**src/rtl/core/wsd_pkg.sv**
```systemverilog
// Shared types and constants for the websocket frame deframer.
// No dependencies; imported by every module of the block.
`timescale 1ns / 1ps
`default_nettype none

package wsd_pkg;

    localparam int unsigned LEN_W = 24;

    localparam logic [3:0]       OPC_REJECT        = 4'h8;
    localparam logic [6:0]       LEN7_EXT16        = 7'd126;
    localparam logic [6:0]       LEN7_EXT64        = 7'd127;
    localparam logic [2:0]       EXT16_BYTES_LEFT  = 3'd1;
    localparam logic [2:0]       EXT64_BYTES_LEFT  = 3'd7;
    localparam logic [LEN_W-1:0] MAX_PAYLOAD_RESET = 24'd102040;

    typedef enum logic [2:0] {
        PH_HDR0       = 3'd0,
        PH_HDR1       = 3'd1,
        PH_EXTLEN     = 3'd2,
        PH_MASK       = 3'd3,
        PH_PAYLOAD    = 3'd4,
        PH_DEAD       = 3'd5,
        PH_HDR1_NOFIN = 3'd6
    } phase_t;

    typedef enum logic [1:0] {
        KIND_PAYLOAD = 2'd0,
        KIND_EMPTY   = 2'd1,
        KIND_REJECT  = 2'd2
    } kind_t;

    // One queued result: raw byte and key byte are combined in the back end.
    typedef struct packed {
        logic [7:0] data;
        logic [7:0] key;
        logic [3:0] opcode;
        kind_t      kind;
        logic       last;
    } cmd_t;

    typedef struct packed {
        logic full;
        logic empty;
    } fifo_stat_t;

endpackage : wsd_pkg

`default_nettype wire

```
**src/rtl/core/wsd_front.sv**
```systemverilog
// Front end: header, length and key parser; emits one command per result.
// Depends on wsd_pkg.
`timescale 1ns / 1ps
`default_nettype none

module wsd_front (
    input  wire logic                      clk,
    input  wire logic                      rst_n,
    input  wire logic                      accept,
    input  wire logic [7:0]                rx_byte,
    input  wire logic [wsd_pkg::LEN_W-1:0] max_payload,
    output wsd_pkg::cmd_t                  wr_cmd,
    output logic                           wr_en
);
    import wsd_pkg::*;

    phase_t           phase_reg, phase_next;
    logic [3:0]       opcode_reg, opcode_next;
    logic [2:0]       cnt_reg, cnt_next;
    logic [LEN_W-1:0] len_reg, len_next;
    logic             big_reg, big_next;
    logic [7:0]       key_reg [4];
    logic [7:0]       key_next [4];
    logic [1:0]       pos_reg, pos_next;

    logic [6:0]       len7;
    logic             hdr_bad;
    logic             ext_start;
    logic [LEN_W-1:0] ext_len;
    logic             ext_big;
    logic             len7_over;
    logic             ext_over;

    assign len7      = rx_byte[6:0];
    assign hdr_bad   = (phase_reg == PH_HDR1_NOFIN) || !rx_byte[7];
    assign ext_start = len7 inside {LEN7_EXT16, LEN7_EXT64};
    assign ext_len   = {len_reg[LEN_W-9:0], rx_byte};
    // anything shifted above the low 24 bits makes the length too long
    assign ext_big   = big_reg || (len_reg[LEN_W-1:LEN_W-8] != 8'd0);
    assign len7_over = {{(LEN_W-7){1'b0}}, len7} > max_payload;
    assign ext_over  = ext_big || (ext_len > max_payload);

    // next phase
    always_comb
    begin
        phase_next = phase_reg;
        if (accept)
        begin
            case (phase_reg)
                PH_HDR0:
                    phase_next = rx_byte[7] ? PH_HDR1 : PH_HDR1_NOFIN;
                PH_HDR1, PH_HDR1_NOFIN:
                begin
                    if (hdr_bad)
                        phase_next = PH_DEAD;
                    else if (ext_start)
                        phase_next = PH_EXTLEN;
                    else
                        phase_next = len7_over ? PH_DEAD : PH_MASK;
                end
                PH_EXTLEN:
                    if (cnt_reg == 3'd0)
                        phase_next = ext_over ? PH_DEAD : PH_MASK;
                PH_MASK:
                    if (pos_reg == 2'd3)
                        phase_next = (len_reg == '0) ? PH_HDR0 : PH_PAYLOAD;
                PH_PAYLOAD:
                    if (len_reg == LEN_W'(1))
                        phase_next = PH_HDR0;
                default:
                    phase_next = PH_DEAD;
            endcase
        end
    end

    // datapath and result commands
    always_comb
    begin
        opcode_next = opcode_reg;
        cnt_next    = cnt_reg;
        len_next    = len_reg;
        big_next    = big_reg;
        pos_next    = pos_reg;
        for (int i = 0; i < 4; i++)
            key_next[i] = key_reg[i];
        wr_en         = 1'b0;
        wr_cmd.data   = 8'd0;
        wr_cmd.key    = 8'd0;
        wr_cmd.opcode = OPC_REJECT;
        wr_cmd.kind   = KIND_REJECT;
        wr_cmd.last   = 1'b1;
        if (accept)
        begin
            case (phase_reg)
                PH_HDR0:
                    opcode_next = rx_byte[3:0];
                PH_HDR1, PH_HDR1_NOFIN:
                begin
                    if (hdr_bad)
                    begin
                        opcode_next = OPC_REJECT;
                        wr_en       = 1'b1;
                    end
                    else
                    begin
                        len_next = '0;
                        big_next = 1'b0;
                        if (len7 == LEN7_EXT16)
                            cnt_next = EXT16_BYTES_LEFT;
                        else if (len7 == LEN7_EXT64)
                            cnt_next = EXT64_BYTES_LEFT;
                        else
                        begin
                            len_next = {{(LEN_W-7){1'b0}}, len7};
                            if (len7_over)
                            begin
                                opcode_next = OPC_REJECT;
                                wr_en       = 1'b1;
                            end
                            else
                                pos_next = 2'd0;
                        end
                    end
                end
                PH_EXTLEN:
                begin
                    len_next = ext_len;
                    big_next = ext_big;
                    if (cnt_reg == 3'd0)
                    begin
                        if (ext_over)
                        begin
                            opcode_next = OPC_REJECT;
                            wr_en       = 1'b1;
                        end
                        else
                            pos_next = 2'd0;
                    end
                    else
                        cnt_next = cnt_reg - 3'd1;
                end
                PH_MASK:
                begin
                    key_next[pos_reg] = rx_byte;
                    pos_next          = pos_reg + 2'd1;
                    if (pos_reg == 2'd3 && len_reg == '0)
                    begin
                        wr_en         = 1'b1;
                        wr_cmd.opcode = opcode_reg;
                        wr_cmd.kind   = KIND_EMPTY;
                    end
                end
                PH_PAYLOAD:
                begin
                    wr_en         = 1'b1;
                    wr_cmd.data   = rx_byte;
                    wr_cmd.key    = key_reg[pos_reg];
                    wr_cmd.opcode = opcode_reg;
                    wr_cmd.kind   = KIND_PAYLOAD;
                    wr_cmd.last   = (len_reg == LEN_W'(1));
                    len_next      = len_reg - LEN_W'(1);
                    pos_next      = wr_cmd.last ? 2'd0 : pos_reg + 2'd1;
                end
                default:
                    ;
            endcase
        end
    end

    always_ff @(posedge clk or negedge rst_n)
    begin
        if (!rst_n)
        begin
            phase_reg  <= PH_HDR0;
            opcode_reg <= 4'd0;
            cnt_reg    <= 3'd0;
            len_reg    <= '0;
            big_reg    <= 1'b0;
            pos_reg    <= 2'd0;
            for (int i = 0; i < 4; i++)
                key_reg[i] <= 8'd0;
        end
        else
        begin
            phase_reg  <= phase_next;
            opcode_reg <= opcode_next;
            cnt_reg    <= cnt_next;
            len_reg    <= len_next;
            big_reg    <= big_next;
            pos_reg    <= pos_next;
            for (int i = 0; i < 4; i++)
                key_reg[i] <= key_next[i];
        end
    end

endmodule : wsd_front

`default_nettype wire

```
**src/rtl/core/wsd_fifo.sv**
```systemverilog
// Short command queue between the parser and the output stage.
// Depends on wsd_pkg.
`timescale 1ns / 1ps
`default_nettype none

module wsd_fifo #(
    parameter int unsigned DEPTH = 4
) (
    input  wire logic          clk,
    input  wire logic          rst_n,
    input  wire logic          wr_en,
    input  wsd_pkg::cmd_t      wr_cmd,
    input  wire logic          rd_en,
    output wsd_pkg::cmd_t      rd_cmd,
    output wsd_pkg::fifo_stat_t stat
);
    import wsd_pkg::*;

    localparam int unsigned AW = (DEPTH > 1) ? $clog2(DEPTH) : 1;
    localparam int unsigned CW = $clog2(DEPTH + 1);

    cmd_t          mem [DEPTH];
    logic [AW-1:0] wr_ptr_reg, wr_ptr_next;
    logic [AW-1:0] rd_ptr_reg, rd_ptr_next;
    logic [CW-1:0] count_reg, count_next;
    logic          do_wr, do_rd;

    assign stat.full  = (count_reg == CW'(DEPTH));
    assign stat.empty = (count_reg == '0);
    assign do_wr      = wr_en && !stat.full;
    assign do_rd      = rd_en && !stat.empty;
    assign rd_cmd     = mem[rd_ptr_reg];

    always_comb
    begin
        wr_ptr_next = wr_ptr_reg;
        rd_ptr_next = rd_ptr_reg;
        count_next  = count_reg;
        if (do_wr)
            wr_ptr_next = (wr_ptr_reg == AW'(DEPTH - 1)) ? '0 : wr_ptr_reg + AW'(1);
        if (do_rd)
            rd_ptr_next = (rd_ptr_reg == AW'(DEPTH - 1)) ? '0 : rd_ptr_reg + AW'(1);
        if (do_wr && !do_rd)
            count_next = count_reg + CW'(1);
        else if (do_rd && !do_wr)
            count_next = count_reg - CW'(1);
    end

    always_ff @(posedge clk or negedge rst_n)
    begin
        if (!rst_n)
        begin
            wr_ptr_reg <= '0;
            rd_ptr_reg <= '0;
            count_reg  <= '0;
        end
        else
        begin
            wr_ptr_reg <= wr_ptr_next;
            rd_ptr_reg <= rd_ptr_next;
            count_reg  <= count_next;
        end
    end

    always_ff @(posedge clk)
    begin
        if (do_wr)
            mem[wr_ptr_reg] <= wr_cmd;
    end

endmodule : wsd_fifo

`default_nettype wire

```
**src/rtl/core/wsd_back.sv**
```systemverilog
// Back end: unmasks queued commands into the output register.
// Depends on wsd_pkg.
`timescale 1ns / 1ps
`default_nettype none

module wsd_back (
    input  wire logic           clk,
    input  wire logic           rst_n,
    input  wire logic           q_empty,
    input  wsd_pkg::cmd_t       q_cmd,
    output logic                q_rd,
    input  wire logic           pop,
    output logic                empty,
    output logic [7:0]          out_byte,
    output logic [3:0]          frame_opcode,
    output logic [1:0]          kind,
    output logic                last
);
    import wsd_pkg::*;

    logic       valid_reg, valid_next;
    logic [7:0] byte_reg, byte_next;
    logic [3:0] opc_reg, opc_next;
    kind_t      kind_reg, kind_next;
    logic       last_reg, last_next;
    logic       load;

    // refill when the output slot is free or its beat leaves this cycle
    assign load = !valid_reg || pop;
    assign q_rd = load && !q_empty;

    always_comb
    begin
        valid_next = valid_reg;
        byte_next  = byte_reg;
        opc_next   = opc_reg;
        kind_next  = kind_reg;
        last_next  = last_reg;
        if (load)
        begin
            valid_next = !q_empty;
            byte_next  = q_cmd.data ^ q_cmd.key;
            opc_next   = q_cmd.opcode;
            kind_next  = q_cmd.kind;
            last_next  = q_cmd.last;
        end
    end

    always_ff @(posedge clk or negedge rst_n)
    begin
        if (!rst_n)
            valid_reg <= 1'b0;
        else
            valid_reg <= valid_next;
    end

    always_ff @(posedge clk)
    begin
        byte_reg <= byte_next;
        opc_reg  <= opc_next;
        kind_reg <= kind_next;
        last_reg <= last_next;
    end

    assign empty        = !valid_reg;
    assign out_byte     = byte_reg;
    assign frame_opcode = opc_reg;
    assign kind         = kind_reg;
    assign last         = last_reg;

endmodule : wsd_back

`default_nettype wire

```
**src/rtl/core/websocket_frame_deframer_top.sv**
```systemverilog
// Websocket receive deframer: one stream byte per push, unmasked payload
// beats out. Takes one byte per cycle while full is low; each byte is parsed
// in the cycle it is accepted and any result lands in a DEPTH-entry queue
// ahead of a one-entry output register, so full only rises when DEPTH+1
// results are waiting. A result is written into the queue at the edge that
// accepts its byte and is then loaded into the output register. After a
// rejected frame every later byte is taken and dropped until reset.
// max_payload is written through cfg_we/cfg_wdata.
// Depends on wsd_pkg, wsd_front, wsd_fifo, wsd_back.
`timescale 1ns / 1ps
`default_nettype none

module websocket_frame_deframer_top #(
    parameter int unsigned DEPTH = 4
) (
    input  wire logic                      clk,
    input  wire logic                      rst_n,
    input  wire logic                      push,
    output logic                           full,
    input  wire logic [7:0]                rx_byte,
    input  wire logic                      pop,
    output logic                           empty,
    output logic [7:0]                     out_byte,
    output logic [3:0]                     frame_opcode,
    output logic [1:0]                     kind,
    output logic                           last,
    input  wire logic                      cfg_we,
    input  wire logic [wsd_pkg::LEN_W-1:0] cfg_wdata
);
    import wsd_pkg::*;

    logic [LEN_W-1:0] max_payload_reg, max_payload_next;
    logic             accept;
    logic             q_wr, q_rd;
    cmd_t             q_wr_cmd, q_rd_cmd;
    fifo_stat_t       q_stat;

    assign full             = q_stat.full;
    assign accept           = push && !q_stat.full;
    assign max_payload_next = cfg_we ? cfg_wdata : max_payload_reg;

    always_ff @(posedge clk or negedge rst_n)
    begin
        if (!rst_n)
            max_payload_reg <= MAX_PAYLOAD_RESET;
        else
            max_payload_reg <= max_payload_next;
    end

    wsd_front u_front (
        .clk         (clk),
        .rst_n       (rst_n),
        .accept      (accept),
        .rx_byte     (rx_byte),
        .max_payload (max_payload_reg),
        .wr_cmd      (q_wr_cmd),
        .wr_en       (q_wr)
    );

    wsd_fifo #(
        .DEPTH (DEPTH)
    ) u_fifo (
        .clk    (clk),
        .rst_n  (rst_n),
        .wr_en  (q_wr),
        .wr_cmd (q_wr_cmd),
        .rd_en  (q_rd),
        .rd_cmd (q_rd_cmd),
        .stat   (q_stat)
    );

    wsd_back u_back (
        .clk          (clk),
        .rst_n        (rst_n),
        .q_empty      (q_stat.empty),
        .q_cmd        (q_rd_cmd),
        .q_rd         (q_rd),
        .pop          (pop),
        .empty        (empty),
        .out_byte     (out_byte),
        .frame_opcode (frame_opcode),
        .kind         (kind),
        .last         (last)
    );

`ifndef SYNTHESIS
    // the output stage always drains the queue first
    a_full_has_output: assert property (@(posedge clk) disable iff (!rst_n)
        q_stat.full |-> !empty)
        else $error("queue full while output register is empty");

    a_full_after_write: assert property (@(posedge clk) disable iff (!rst_n)
        $rose(q_stat.full) |-> $past(q_wr))
        else $error("queue filled without a write");

    a_reject_beat: assert property (@(posedge clk) disable iff (!rst_n)
        (!empty && kind == KIND_REJECT) |->
            (last && frame_opcode == OPC_REJECT && out_byte == 8'd0))
        else $error("malformed rejection beat");

    a_empty_frame_beat: assert property (@(posedge clk) disable iff (!rst_n)
        (!empty && kind == KIND_EMPTY) |-> (last && out_byte == 8'd0))
        else $error("malformed empty-frame beat");
`endif

endmodule : websocket_frame_deframer_top

`default_nettype wire

```
**config.mk**
```make
export PLATFORM = sky130hd
export DESIGN_NAME = websocket_frame_deframer_top
export DESIGN_NICKNAME = d
export VERILOG_FILES = /design/src/rtl/core/wsd_pkg.sv /design/src/rtl/core/wsd_front.sv /design/src/rtl/core/wsd_fifo.sv /design/src/rtl/core/wsd_back.sv /design/src/rtl/core/websocket_frame_deframer_top.sv
export SDC_FILE = /design/constraint.sdc
export NUM_CORES = 1
export LEC_CHECK = 0
export ABC_AREA = 1
export BUFFER_PORTS_ARGS = -buffer_cell sky130_fd_sc_hd__buf_2
export CAP_MARGIN = 20
export CELL_PAD_IN_SITES_DETAIL_PLACEMENT = 1
export CELL_PAD_IN_SITES_GLOBAL_PLACEMENT = 1
export CORE_MARGIN = 2
export CORE_UTILIZATION = 52
export DETAILED_ROUTE_END_ITERATION = 7
export GPL_TIMING_DRIVEN = 0
export PLACE_DENSITY_LB_ADDON = 0.1
export SLEW_MARGIN = 25
export SYNTH_ARGS = -nofsm -noshare
export SYNTH_HDL_FRONTEND = slang
export SYNTH_SLANG_ARGS = --single-unit
export TNS_END_PERCENT = 5
```
**constraint.sdc**
```tcl
create_clock -name clk -period 6.7 [get_ports clk]
set_input_delay 1.005 -clock clk [delete_from_list [all_inputs] [get_ports clk]]
set_output_delay 1.005 -clock clk [all_outputs]
set_load 0.03 [all_outputs]
```
# Word level (Yosys, flattened, before mapping)
# Memories as Yosys holds them, arrays and structs flattened.
# Index checks and enable logic that the tools add are counted.
word_totals:
  regBits: 116
  latch_bits: 0
  ramBits: 92
  mem_bits_ro: 0
  inputBits: 37
  out_inout_bits: 17
  word_cells: 158
  memories: 1
mem_list:
  columns: ["name", "words", "word_bits", "rd", "rd_ports_with_merged_regs", "write_ports", "line_no", "text"]
  rows:
  - ["u_fifo.mem", 4, 23, 1, 0, 1, "wsd_fifo.sv:22", "cmd_t mem [DEPTH];"]
op_classes:
  addsub: 7
  multipliers: 0
  div_mod_pow: 0
  n_lt_le_gt_ge: 4
  eq_ne: 26
  shift: 0
  muxes: 62
  bitwise_logic: 2
  n_reduce_logical: 37
ops:
  columns: ["operator", "n"]
  rows:
  - ["24-bit one-hot mux with 3 select lines", 1]
  - ["24-bit 2-to-1 mux", 2]
  - ["3-bit 2-to-1 mux", 15]
  - ["32-bit bitwise mux", 1]
  - ["24-bit by 1-bit equality test with 1-bit output (second input constant)", 1]
  - ["24-bit > comparator", 1]
  - ["7-bit by 24-bit > comparator with 1-bit output", 1]
  - ["24-bit logical NOT", 1]
  - ["4-bit 2-to-1 mux", 6]
  - ["8-bit 2-to-1 mux", 3]
  - ["24-bit by 1-bit subtractor with 24-bit output (second input constant)", 1]
  - ["23-bit 2-to-1 mux", 1]
  - ["2-bit 2-to-1 mux", 9]
  - ["8-bit binary-select mux with 2-bit select", 1]
  - ["8-bit demux with 2-bit select", 1]
  - ["16-bit 2-to-1 mux", 1]
  - ["3-bit one-hot mux with 5 select lines", 1]
  - ["7-bit equality test (second input constant)", 2]
  - ["1-bit 2-to-1 mux", 12]
  - ["2-bit != test (second input constant)", 6]
  - ["4-bit one-hot mux with 3 select lines", 1]
  - ["6-bit one-hot mux with 2 select lines", 1]
  - ["3-bit equality test (second input constant)", 3]
  - ["3-bit logical NOT", 3]
  - ["33 further kinds", 63]

# Depth between registers and ports, before layout
# Gate-level depths: netlist of run 1.
logic_depth:
  word_depth: 12
  mapped_depth: 23
  mapped_depth_nobuf: 23

# Modules after synthesis
# Synthesis of run 1 repeated with hierarchy kept, for this count alone.
unflattened:
  hier_cells: 1194
  hier_area_um2: 10608.9
modules_own_cells:
  columns: ["mod", "instances", "cells_per_inst", "area_each_um2", "seq_area_each_um2"]
  rows:
  - ["wsd_front", 1, 708, 4892.2, 1726.7]
  - ["wsd_fifo", 1, 329, 4103.9, 2937.8]
  - ["websocket_frame_deframer_top", 1, 104, 992.2, 610.6]
  - ["wsd_back", 1, 53, 620.6, 475.5]

# Worst setup path before layout of run 1
# Ideal clock, no wire load.
synth_timing:
  path_kind: "in2reg"
  from: "in rx_byte[6]"
  to: "mem u_fifo.mem[3][0] (netlist name), enable pin"
  setup_time_ns: 0.403
  arrival_ns: 3.056
  required_ns: 6.297
  setup_slack_ns: 3.242
  path_stages: 13
  path_buffers: 0
  path_cell_list: "ha_1 > nand2_1 > a21oi_1 > nor2_1 > nand2_1 > nand2_1 > nand3_1 > nand2_1 > nand2_1 > nand2_1 > nand2_1 > nand2_2 > nor2_1"
synth_via:
  elab_chain_len: 10
  elab_cells_between_ends: 16
  cone_classes: "order compare: 2; eq/ne: 2; mux: 10; reduce/logical: 2"
synth_lines:
  columns: ["item", "line_no", "text"]
  rows:
  - ["start: declaration", "websocket_frame_deframer_top.sv:20", "input wire logic [7:0] rx_byte,"]
  - ["7-bit by 24-bit > comparator with 1-bit output", "wsd_front.sv:40", "assign len7_over = {{(LEN_W-7){1'b0}}, len7} > max_payload;"]
  - ["1-bit 2-to-1 mux", "wsd_front.sv:115", "if (len7_over)"]
  - ["1-bit 2-to-1 mux", "wsd_front.sv:110", "else if (len7 == LEN7_EXT64)"]
  - ["1-bit 2-to-1 mux", "wsd_front.sv:108", "if (len7 == LEN7_EXT16)"]
  - ["1-bit 2-to-1 mux", "wsd_front.sv:99", "if (hdr_bad)"]
  - ["1-bit one-hot mux with 4 select lines *", "wsd_front.sv:94", "case (phase_reg)"]
  - ["1-bit 2-to-1 mux *", "wsd_front.sv:92", "if (accept)"]
  - ["1-bit logical AND *", "wsd_fifo.sv:30", "assign do_wr = wr_en && !stat.full;"]
  - ["1-bit 2-to-1 mux *", "wsd_fifo.sv:67", "if (do_wr)"]
  - ["1-bit 2-to-1 mux (not written as such) *", "wsd_fifo.sv:68", "mem[wr_ptr_reg] <= wr_cmd;"]
  - ["end: declaration", "wsd_fifo.sv:22", null]
# Every way passes the cells marked *; elsewhere a longest branch is shown, timed or not.

# Final worst setup path of run 1
layout_timing:
  from: "in rx_byte[0]"
  to: "reg u_fifo.count_reg[2]"
layout_via:
  elab_chain_len: 11
  elab_cells_between_ends: 19
  cone_classes: "order compare: 2; eq/ne: 2; mux: 9; reduce/logical: 6"
layout_lines:
  columns: ["item", "line_no", "text"]
  rows:
  - ["7-bit by 24-bit > comparator with 1-bit output", "wsd_front.sv:40", null]
  - ["1-bit 2-to-1 mux", "wsd_front.sv:115", null]
  - ["1-bit 2-to-1 mux", "wsd_front.sv:110", null]
  - ["1-bit 2-to-1 mux", "wsd_front.sv:108", null]
  - ["1-bit 2-to-1 mux", "wsd_front.sv:99", null]
  - ["1-bit one-hot mux with 4 select lines *", "wsd_front.sv:94", null]
  - ["1-bit 2-to-1 mux *", "wsd_front.sv:92", null]
  - ["1-bit logical AND *", "wsd_fifo.sv:30", null]
  - ["net u_fifo.do_wr", "wsd_fifo.sv:26", "logic do_wr, do_rd;"]
  - ["1-bit logical NOT", "wsd_fifo.sv:45", "else if (do_rd && !do_wr)"]
  - ["1-bit logical AND", "wsd_fifo.sv:45", null]
  - ["2-bit nonzero test (no line)", null, null]
  - ["end signal: assignment", "wsd_fifo.sv:61", "count_reg <= count_next;"]
  - ["end: declaration", "wsd_fifo.sv:25", "logic [CW-1:0] count_reg, count_next;"]
# Mark *: on every way through the listed nets, which the timed path passes. The rest lies on a longest branch.
# A chain may end at the register's enable or synchronous reset.

==> results of run 1 <==
-- worst max-delay path: stages --
cell and delay, ps:
sky130_fd_sc_hd__buf_2 190, sky130_fd_sc_hd__inv_1 170, sky130_fd_sc_hd__ha_1 330, sky130_fd_sc_hd__nand3_1 160, sky130_fd_sc_hd__nor2_1 80, sky130_fd_sc_hd__nor2_1 190
sky130_fd_sc_hd__nand3_1 150, sky130_fd_sc_hd__nand2_1 130, sky130_fd_sc_hd__a21oi_1 70, sky130_fd_sc_hd__nand2_1 180, sky130_fd_sc_hd__nand2_2 220, sky130_fd_sc_hd__inv_1 130
sky130_fd_sc_hd__ha_1 160, sky130_fd_sc_hd__inv_1 80, sky130_fd_sc_hd__fa_1 380, sky130_fd_sc_hd__a21oi_1 150, sky130_fd_sc_hd__o21ai_0 140, sky130_fd_sc_hd__xor2_1 170
-- per-stage QoR --
stage | utilization | instances | total power, mW | area, sq um
floorplan | - | 1073 | 3.35 | 10200
global placement | 0.559 | 1390 | 3.90 | 10800
detailed placement | 0.568 | 1395 | 4.04 | 11000
CTS | 0.611 | 1437 | 5.46 | 11800
global route | 0.611 | 1437 | 5.78 | 11800
finish | 0.611 | 1437 | 5.44 | 11800
-- worst min path at each step --
stage / slack, ps / depth (start not counted) / end
5_1_grt: 500 / 2 / u_front.key_reg[13]
2_1_floorplan: 450 / 2 / u_front.opcode_reg[3]
6_report: 480 / 1 / max_payload_reg[0]
4_1_cts: 480 / 2 / u_front.key_reg[12]
3_3_place_gp: 460 / 2 / u_front.key_reg[19]
3_5_place_dp: 470 / 2 / u_front.key_reg[12]
-- routing by layer --
metal,share of wire,vias up,GRT usage
li1,-,3794,-
met1,0.44,4078,0.359
met2,0.51,172,0.508
met3,0.036,35,0.0348
met4,0.013,0,0.0521
met5,0,-,0
-- kinds of logic after synthesis --
family	after synthesis	share of synthesized area
simple gates	402	0.172
compound gates	264	0.146
flops	208	0.561
buf+inv	146	0.0604
fa+ha+maj	39	0.0484
xor+xnor	12	0.0103
mux	2	0.00220
-- layout by cell type, fill, tap and decap left out, types with 3 or more instances in the layout --
master / n
sky130_fd_sc_hd__xor2_1: 10
sky130_fd_sc_hd__nand2_4: 4
sky130_fd_sc_hd__nand2_1: 188
sky130_fd_sc_hd__dfstp_2: 8
sky130_fd_sc_hd__inv_2: 6
sky130_fd_sc_hd__buf_2: 55
sky130_fd_sc_hd__dfrtp_1: 93
sky130_fd_sc_hd__a21oi_1: 41
sky130_fd_sc_hd__nor2_4: 13
sky130_fd_sc_hd__a22oi_2: 8
sky130_fd_sc_hd__nand3_1: 28
sky130_fd_sc_hd__ha_1: 38
sky130_fd_sc_hd__nand4_1: 6
sky130_fd_sc_hd__o31ai_1: 4
sky130_fd_sc_hd__bufinv_16: 6
sky130_fd_sc_hd__buf_6: 7
sky130_fd_sc_hd__clkinv_2: 7
sky130_fd_sc_hd__o21ai_0: 135
sky130_fd_sc_hd__o22ai_1: 31
sky130_fd_sc_hd__a31oi_1: 3
sky130_fd_sc_hd__nor3_2: 5
sky130_fd_sc_hd__clkbuf_16: 23
sky130_fd_sc_hd__nor2_1: 133
sky130_fd_sc_hd__inv_1: 103
sky130_fd_sc_hd__clkbuf_1: 24
sky130_fd_sc_hd__nand2_2: 8
sky130_fd_sc_hd__buf_16: 5
sky130_fd_sc_hd__nor2_2: 5
sky130_fd_sc_hd__nor3_1: 7
sky130_fd_sc_hd__edfxtp_1: 107
sky130_fd_sc_hd__o21ai_1: 28
-- synthesized netlist by cell type (6+ instances only) --
| cell | instances |
|---|---|
| sky130_fd_sc_hd__a21oi_1 | 41 |
| sky130_fd_sc_hd__a22oi_2 | 8 |
| sky130_fd_sc_hd__buf_6 | 6 |
| sky130_fd_sc_hd__clkbuf_1 | 22 |
| sky130_fd_sc_hd__dfrtp_1 | 93 |
| sky130_fd_sc_hd__dfstp_2 | 8 |
| sky130_fd_sc_hd__edfxtp_1 | 107 |
| sky130_fd_sc_hd__ha_1 | 38 |
| sky130_fd_sc_hd__inv_1 | 103 |
| sky130_fd_sc_hd__inv_2 | 6 |
| sky130_fd_sc_hd__nand2_1 | 188 |
| sky130_fd_sc_hd__nand2_2 | 8 |
| sky130_fd_sc_hd__nand3_1 | 28 |
| sky130_fd_sc_hd__nand4_1 | 6 |
| sky130_fd_sc_hd__nor2_1 | 137 |
| sky130_fd_sc_hd__nor2_4 | 9 |
| sky130_fd_sc_hd__nor3_1 | 7 |
| sky130_fd_sc_hd__o21ai_0 | 135 |
| sky130_fd_sc_hd__o21ai_1 | 28 |
| sky130_fd_sc_hd__o22ai_1 | 31 |
| sky130_fd_sc_hd__xor2_1 | 10 |
-- layout make-up --
| class | instances | area (sq um) | area share |
|---|---|---|---|
| buffer | 36 | 204 | 0.0172 |
| clock buffer | 25 | 583 | 0.0492 |
| clock inverter | 17 | 248 | 0.0209 |
| inverter | 110 | 415 | 0.0351 |
| multi-input combinational | 719 | 3910 | 0.330 |
| sequential | 208 | 5750 | 0.486 |
| tap | 265 | 332 | 0.0280 |
| timing repair buffer | 57 | 404 | 0.0341 |
-- report_power, final --
part	internal, mW	switching, mW	leakage (nW)	total, mW
combinational	0.679	1.41	2.46	2.09
sequential	1.72	0.246	2.26	1.97
clock	0.864	0.518	0.407	1.38
==> flow_summary.ini, run 1 <==
[run_status]
run_status = completed

[worst_setup_path]
timing.critical_path.arrival_ps = 4070
worstRegToRegCells = 18
endpoint_kind = flop
regToRegStartpoint = u_front.len_reg[0]
worst-endpoint-required_ps = 7080
worstSetupPathType = in -> reg
worstSetupEndpoint = u_fifo.count_reg[2]
timing.critical_path.fanout_max = 7
ff2ff_setup_slack_ps = 3190
critical_register_to_register_path_endpoint = u_fifo.count_reg[2]
timing.critical_path.from = rx_byte[0]
worst_setup_path_start_kind = primary input

[clock_network]
ctsRootBufferMaster = sky130_fd_sc_hd__clkbuf_16
cts-htree-levels = 1
ctsHoldBuffers = 0
clock_tree_from_tritoncts = built
clkSinkCount = 208
clock_path_buffers = 3
cts-resized-gates = 0
worstSkewPairLatency_ps = 510
cts_buf_count = 23
cts.repair_timing.setup_buffer_count = 0
clkTransAtPathRegs_ps = 60

[detailed_routing]
vias = 8079
totalWireLength_mm = 28.2
wl_per_cell_um = 19.7
detail_route.vias_per_cell = 5.62
drt-initial-drc-count = 386
drt.antenna.violating_nets = 0
drc_errors = 0
tritonroute_pass_1_iters = 4

[worst_hold_path]
timing.hold.worst.class = in -> async

[logic_synthesis]
ys_types = 48
synth.yosys.warnings = 0
netlist_area_sq_um = 10200
syn-mean-instance-area_sq_um = 9.55
netlist.top_cell.by_area = sky130_fd_sc_hd__edfxtp_1
ys_dominant_reg_cell = sky130_fd_sc_hd__edfxtp_1
cell_types_with_the_largest_area_share_after_synthesis = sky130_fd_sc_hd__edfxtp_1 (31%), sky130_fd_sc_hd__dfrtp_1 (23%), sky130_fd_sc_hd__nand2_1 (6.9%)
synth_async_sr_flop_share = 0.486
netlist_instances = 1073
yosys_register_bits = 208
synth_edf_count = 107
synth.net_count = 1149
synth_largest_type_area_fraction = 0.314
ys_seq_area_frac = 0.561

[timing]
final.min_clock_period_ps = 3700
final_setup_tns_ps = 0
drv_slew = 0
fin_worst_skew_ps = 14.1
worst_slew_margin_rel = 0.309
postLayoutSetupSlackWorst_ps = 3000
max_freq_mhz = 270
fin_crit_sh = 0.552
fin_hold_ws_ps = 480
worst_slew_pin_slew_ps = 1030
finalHoldViolCount = 0
timing.final.setup_violations = 0
rsz_0062_raised_after_global_routing = false

[placement]
port-buffer-count = 52
detailedPlace.worstSlack_ps = 2560
detailedPlacementHpwl_mm = 20.3
gpl.final_weighted_congestion = 0.840

[die]
floorplan.rows = 51
area_of_the_die_sq_um = 20800
horizontal_die_dimension_um = 144
placeableCoreArea_sq_um = 19400
initial_utilization = 0.528
dieHeight_um = 144
num_io_pins = 54

[cells_and_area]
antenna-diode-count = 0
layout-drive-gt1-share = 0.151
fill_cells = 2216
area.growth.synth_to_final_pct = 15.6
largest_register_ff_count = 92
final_nets = 1231

[pwr]
power.density_nw_per_um2 = 459
peakVddDrop_v = 0.000252
static-leakage-power_nw = 5.13

[global_route]
antenna_violations_before_repair = 0
globalRoute.totalOverflow = 0
largest_net_degree_at_the_start_of_global_routing = 60
grt_pass1_vias = 8528
groute.usage.overall = 0.278
first_pass_grt_wire_length_mm = 45.2

[job]
drv_cap = 0
No activity file was read; power rests on OpenSTA's default activity.
==> run 2, diff against run 1 <==
--- a/config.mk
+++ b/config.mk
@@ -11,7 +11,7 @@
 export CELL_PAD_IN_SITES_DETAIL_PLACEMENT = 1
 export CELL_PAD_IN_SITES_GLOBAL_PLACEMENT = 1
 export CORE_MARGIN = 2
-export CORE_UTILIZATION = 52
+export CORE_UTILIZATION = 48
 export DETAILED_ROUTE_END_ITERATION = 7
 export GPL_TIMING_DRIVEN = 0
 export PLACE_DENSITY_LB_ADDON = 0.1
==> constraint.sdc (replaced) <==
create_clock -name clk -period 3.8 [get_ports clk]
set_input_delay 0.57 -clock clk [delete_from_list [all_inputs] [get_ports clk]]
set_output_delay 0.57 -clock clk [all_outputs]
set_load 0.03 [all_outputs]
==> flow_summary.ini, run 2 (same netlist as run 1, synthesis figures left out) <==
[timing]
fin_hold_ws_ps = 266
fin_crit_sh = 0.900
rsz_0062_raised_after_global_routing = false
final.min_clock_period_ps = 3420
drv_slew = 0
max_freq_mhz = 292
fin_worst_skew_ps = 15.6
finalHoldViolCount = 0
timing.final.setup_violations = 0
worst_slew_pin_slew_ps = 914
worst_slew_margin_rel = 0.386

[worst_setup_path]
cp_cell_sequence = inv_1, ha_1, nand2_1, nor2_1, nand2_1, nor2_1, nand2_1, nand3_1, nand2_1, nand2_1, nand2_1, nand2_1, nand2_2, inv_1, ha_1, inv_1, fa_1, a21oi_1, o21ai_0, xor2_1
worstSetupEndpoint = u_fifo.count_reg[2]
endpoint_kind = flop
crit_slowest_cell = sky130_fd_sc_hd__dfstp_2
worst-endpoint-required_ps = 4180
critical_register_to_register_path_endpoint = u_fifo.count_reg[2]
timing.critical_path.arrival_ps = 3800
timing.critical_path.max_delay_family = simple AND/OR/NAND/NOR gates
crit_path_max_incr_delay_ps = 540
ff2ff_setup_slack_ps = 380
regToRegStartpoint = max_payload_reg[15]
timing.critical_path.from = max_payload_reg[15]
timing.critical_path.fanout_max = 7
worstSetupPathType = reg -> reg
worst_setup_path_start_kind = flop
path_buf_inv = 3
worstRegToRegCells = 20
path_depth = 20
crit_path_frequent_cell = sky130_fd_sc_hd__nand2_1

[detailed_routing]
totalWireLength_mm = 27.6
drt-initial-drc-count = 398
detail_route.vias_per_cell = 5.48
tritonroute_pass_1_iters = 4
wl_per_cell_um = 19.1
drc_errors = 0
vias = 7928
drt.antenna.violating_nets = 0

[clock_network]
cts.repair_timing.setup_buffer_count = 0
clock_tree_from_tritoncts = built
cts_buf_count = 23
ctsRootBufferMaster = sky130_fd_sc_hd__clkbuf_16
cts-htree-levels = 1
clkTransAtPathRegs_ps = 60
clock_path_buffers = 3
worstSkewPairLatency_ps = 510
clkSinkCount = 208

[global_route]
grt_busiest_layer = met2
first_pass_grt_wire_length_mm = 44.5
grt_pass1_vias = 8433
globalRoute.totalOverflow = 0
met2_demand_to_capacity_share_in_global_routing = 0.441
grt.met3_usage = 0.0285
grt.met1_usage = 0.339
antenna_violations_before_repair = 0
largest_net_degree_at_the_start_of_global_routing = 64
groute.usage.overall = 0.252

[pwr]
static-leakage-power_nw = 5.07
peakVddDrop_v = 0.000451
pwr_total_mw = 9.26
power.density_nw_per_um2 = 789

[cells_and_area]
post_layout_nonfiller_instances = 1446
final_core_utilization = 0.560
layout_commonest_cell = sky130_fd_sc_hd__nand2_1
layout-drive-gt1-share = 0.143
area.growth.synth_to_final_pct = 14.6
antenna-diode-count = 0
final_cell_area_sq_um = 11700
mostFrequentLayoutCells = sky130_fd_sc_hd__nand2_1 (188), sky130_fd_sc_hd__o21ai_0 (135), sky130_fd_sc_hd__nor2_1 (133)
largest_register_ff_count = 92
final_nets = 1232

[placement]
placement.cell_area_sq_um = 11000
gpl.final_weighted_congestion = 0.810
placed_cells_incl_taps = 1405
port-buffer-count = 52
detailedPlacementHpwl_mm = 19.4

[die]
placeableCoreArea_sq_um = 21000
num_io_pins = 54
dieHeight_um = 150
area_of_the_die_sq_um = 22500
horizontal_die_dimension_um = 150
initial_utilization = 0.489
floorplan.rows = 53

[worst_hold_path]
timing.hold.worst.start = cfg_wdata[21]
timing.hold.worst.class = in -> reg

[run_status]
run_status = completed

[job]
drv_cap = 0
==> run 2: cell types whose count changed in the layout (fill, tap and decap cells not counted), sizes merged <==
| cell | previous run | this run |
|---|---|---|
| clkinvlp | 2 | 1 |
| clkinv | 8 | 9 |
| bufinv | 6 | 3 |
| dlygate4sd3 | 0 | 1 |
| clkbuf | 47 | 48 |
==> run 2: worst register-to-register path: cells and delay by family, from the launching register on <==
| family | cells | cell delay, ps |
|---|---|---|
| and+or+nand+nor | 11 | 1260 |
| adders and majority gates | 3 | 820 |
| DFF | 1 | 540 |
| AOI/OAI and AO/OA | 2 | 270 |
| buffers and inverters | 3 | 240 |
| xor gates and xnor gates | 1 | 160 |
==> run 2: per-stage QoR <==
| stage | setup slack, ps | setup TNS, ps |
|---|---|---|
| floorplan | 752 | 0 |
| global placement | -701 | -60810 |
| detailed placement | 79.9 | 0 |
| CTS | 368 | 0 |
| global route | 47.5 | 0 |
| finish | 380 | 0 |
==> run 2: area by class of cell <==
type,count,area (sq um)
Buffer,36,204
Clock buffer,26,587
Clock inverter,14,144
Fill cell,2394,9220
Inverter,110,415
Multi-Input combinational cell,719,3910
Sequential cell,208,5750
Tap cell,275,344
Timing Repair Buffer,58,387
==> run 2: power by group <==
part           internal, mW  leakage (nW)  switching (mW)
clock                  1.31         0.355           0.892
sequential             3.03          2.26           0.420
combinational          1.18          2.45            2.43
total                  5.52          5.07            3.74
==> run 2: worst min-delay path by stage <==
stage	to	slack, ps	depth (start not counted)
final	max_payload_reg[21]	270	3
after global routing	max_payload_reg[8]	280	3
after CTS	max_payload_reg[21]	250	3
after detailed placement	u_front.key_reg[23]	470	2
after global placement	u_front.key_reg[11]	460	2
after floorplan	max_payload_reg[0]	270	0
==> run 2: metal layers <==
metal	wire, um	vias to the layer above
li1	-	3795
met1	12400	3944
met3	1040	33
met5	0	-
met4	394	0
met2	13700	156
==> run 2: repair_timing <==
item | CTS | global route
hold buffers | 1 | 0
endpoints found under the hold margin | 38 | 0
resized for setup | 0 | 0
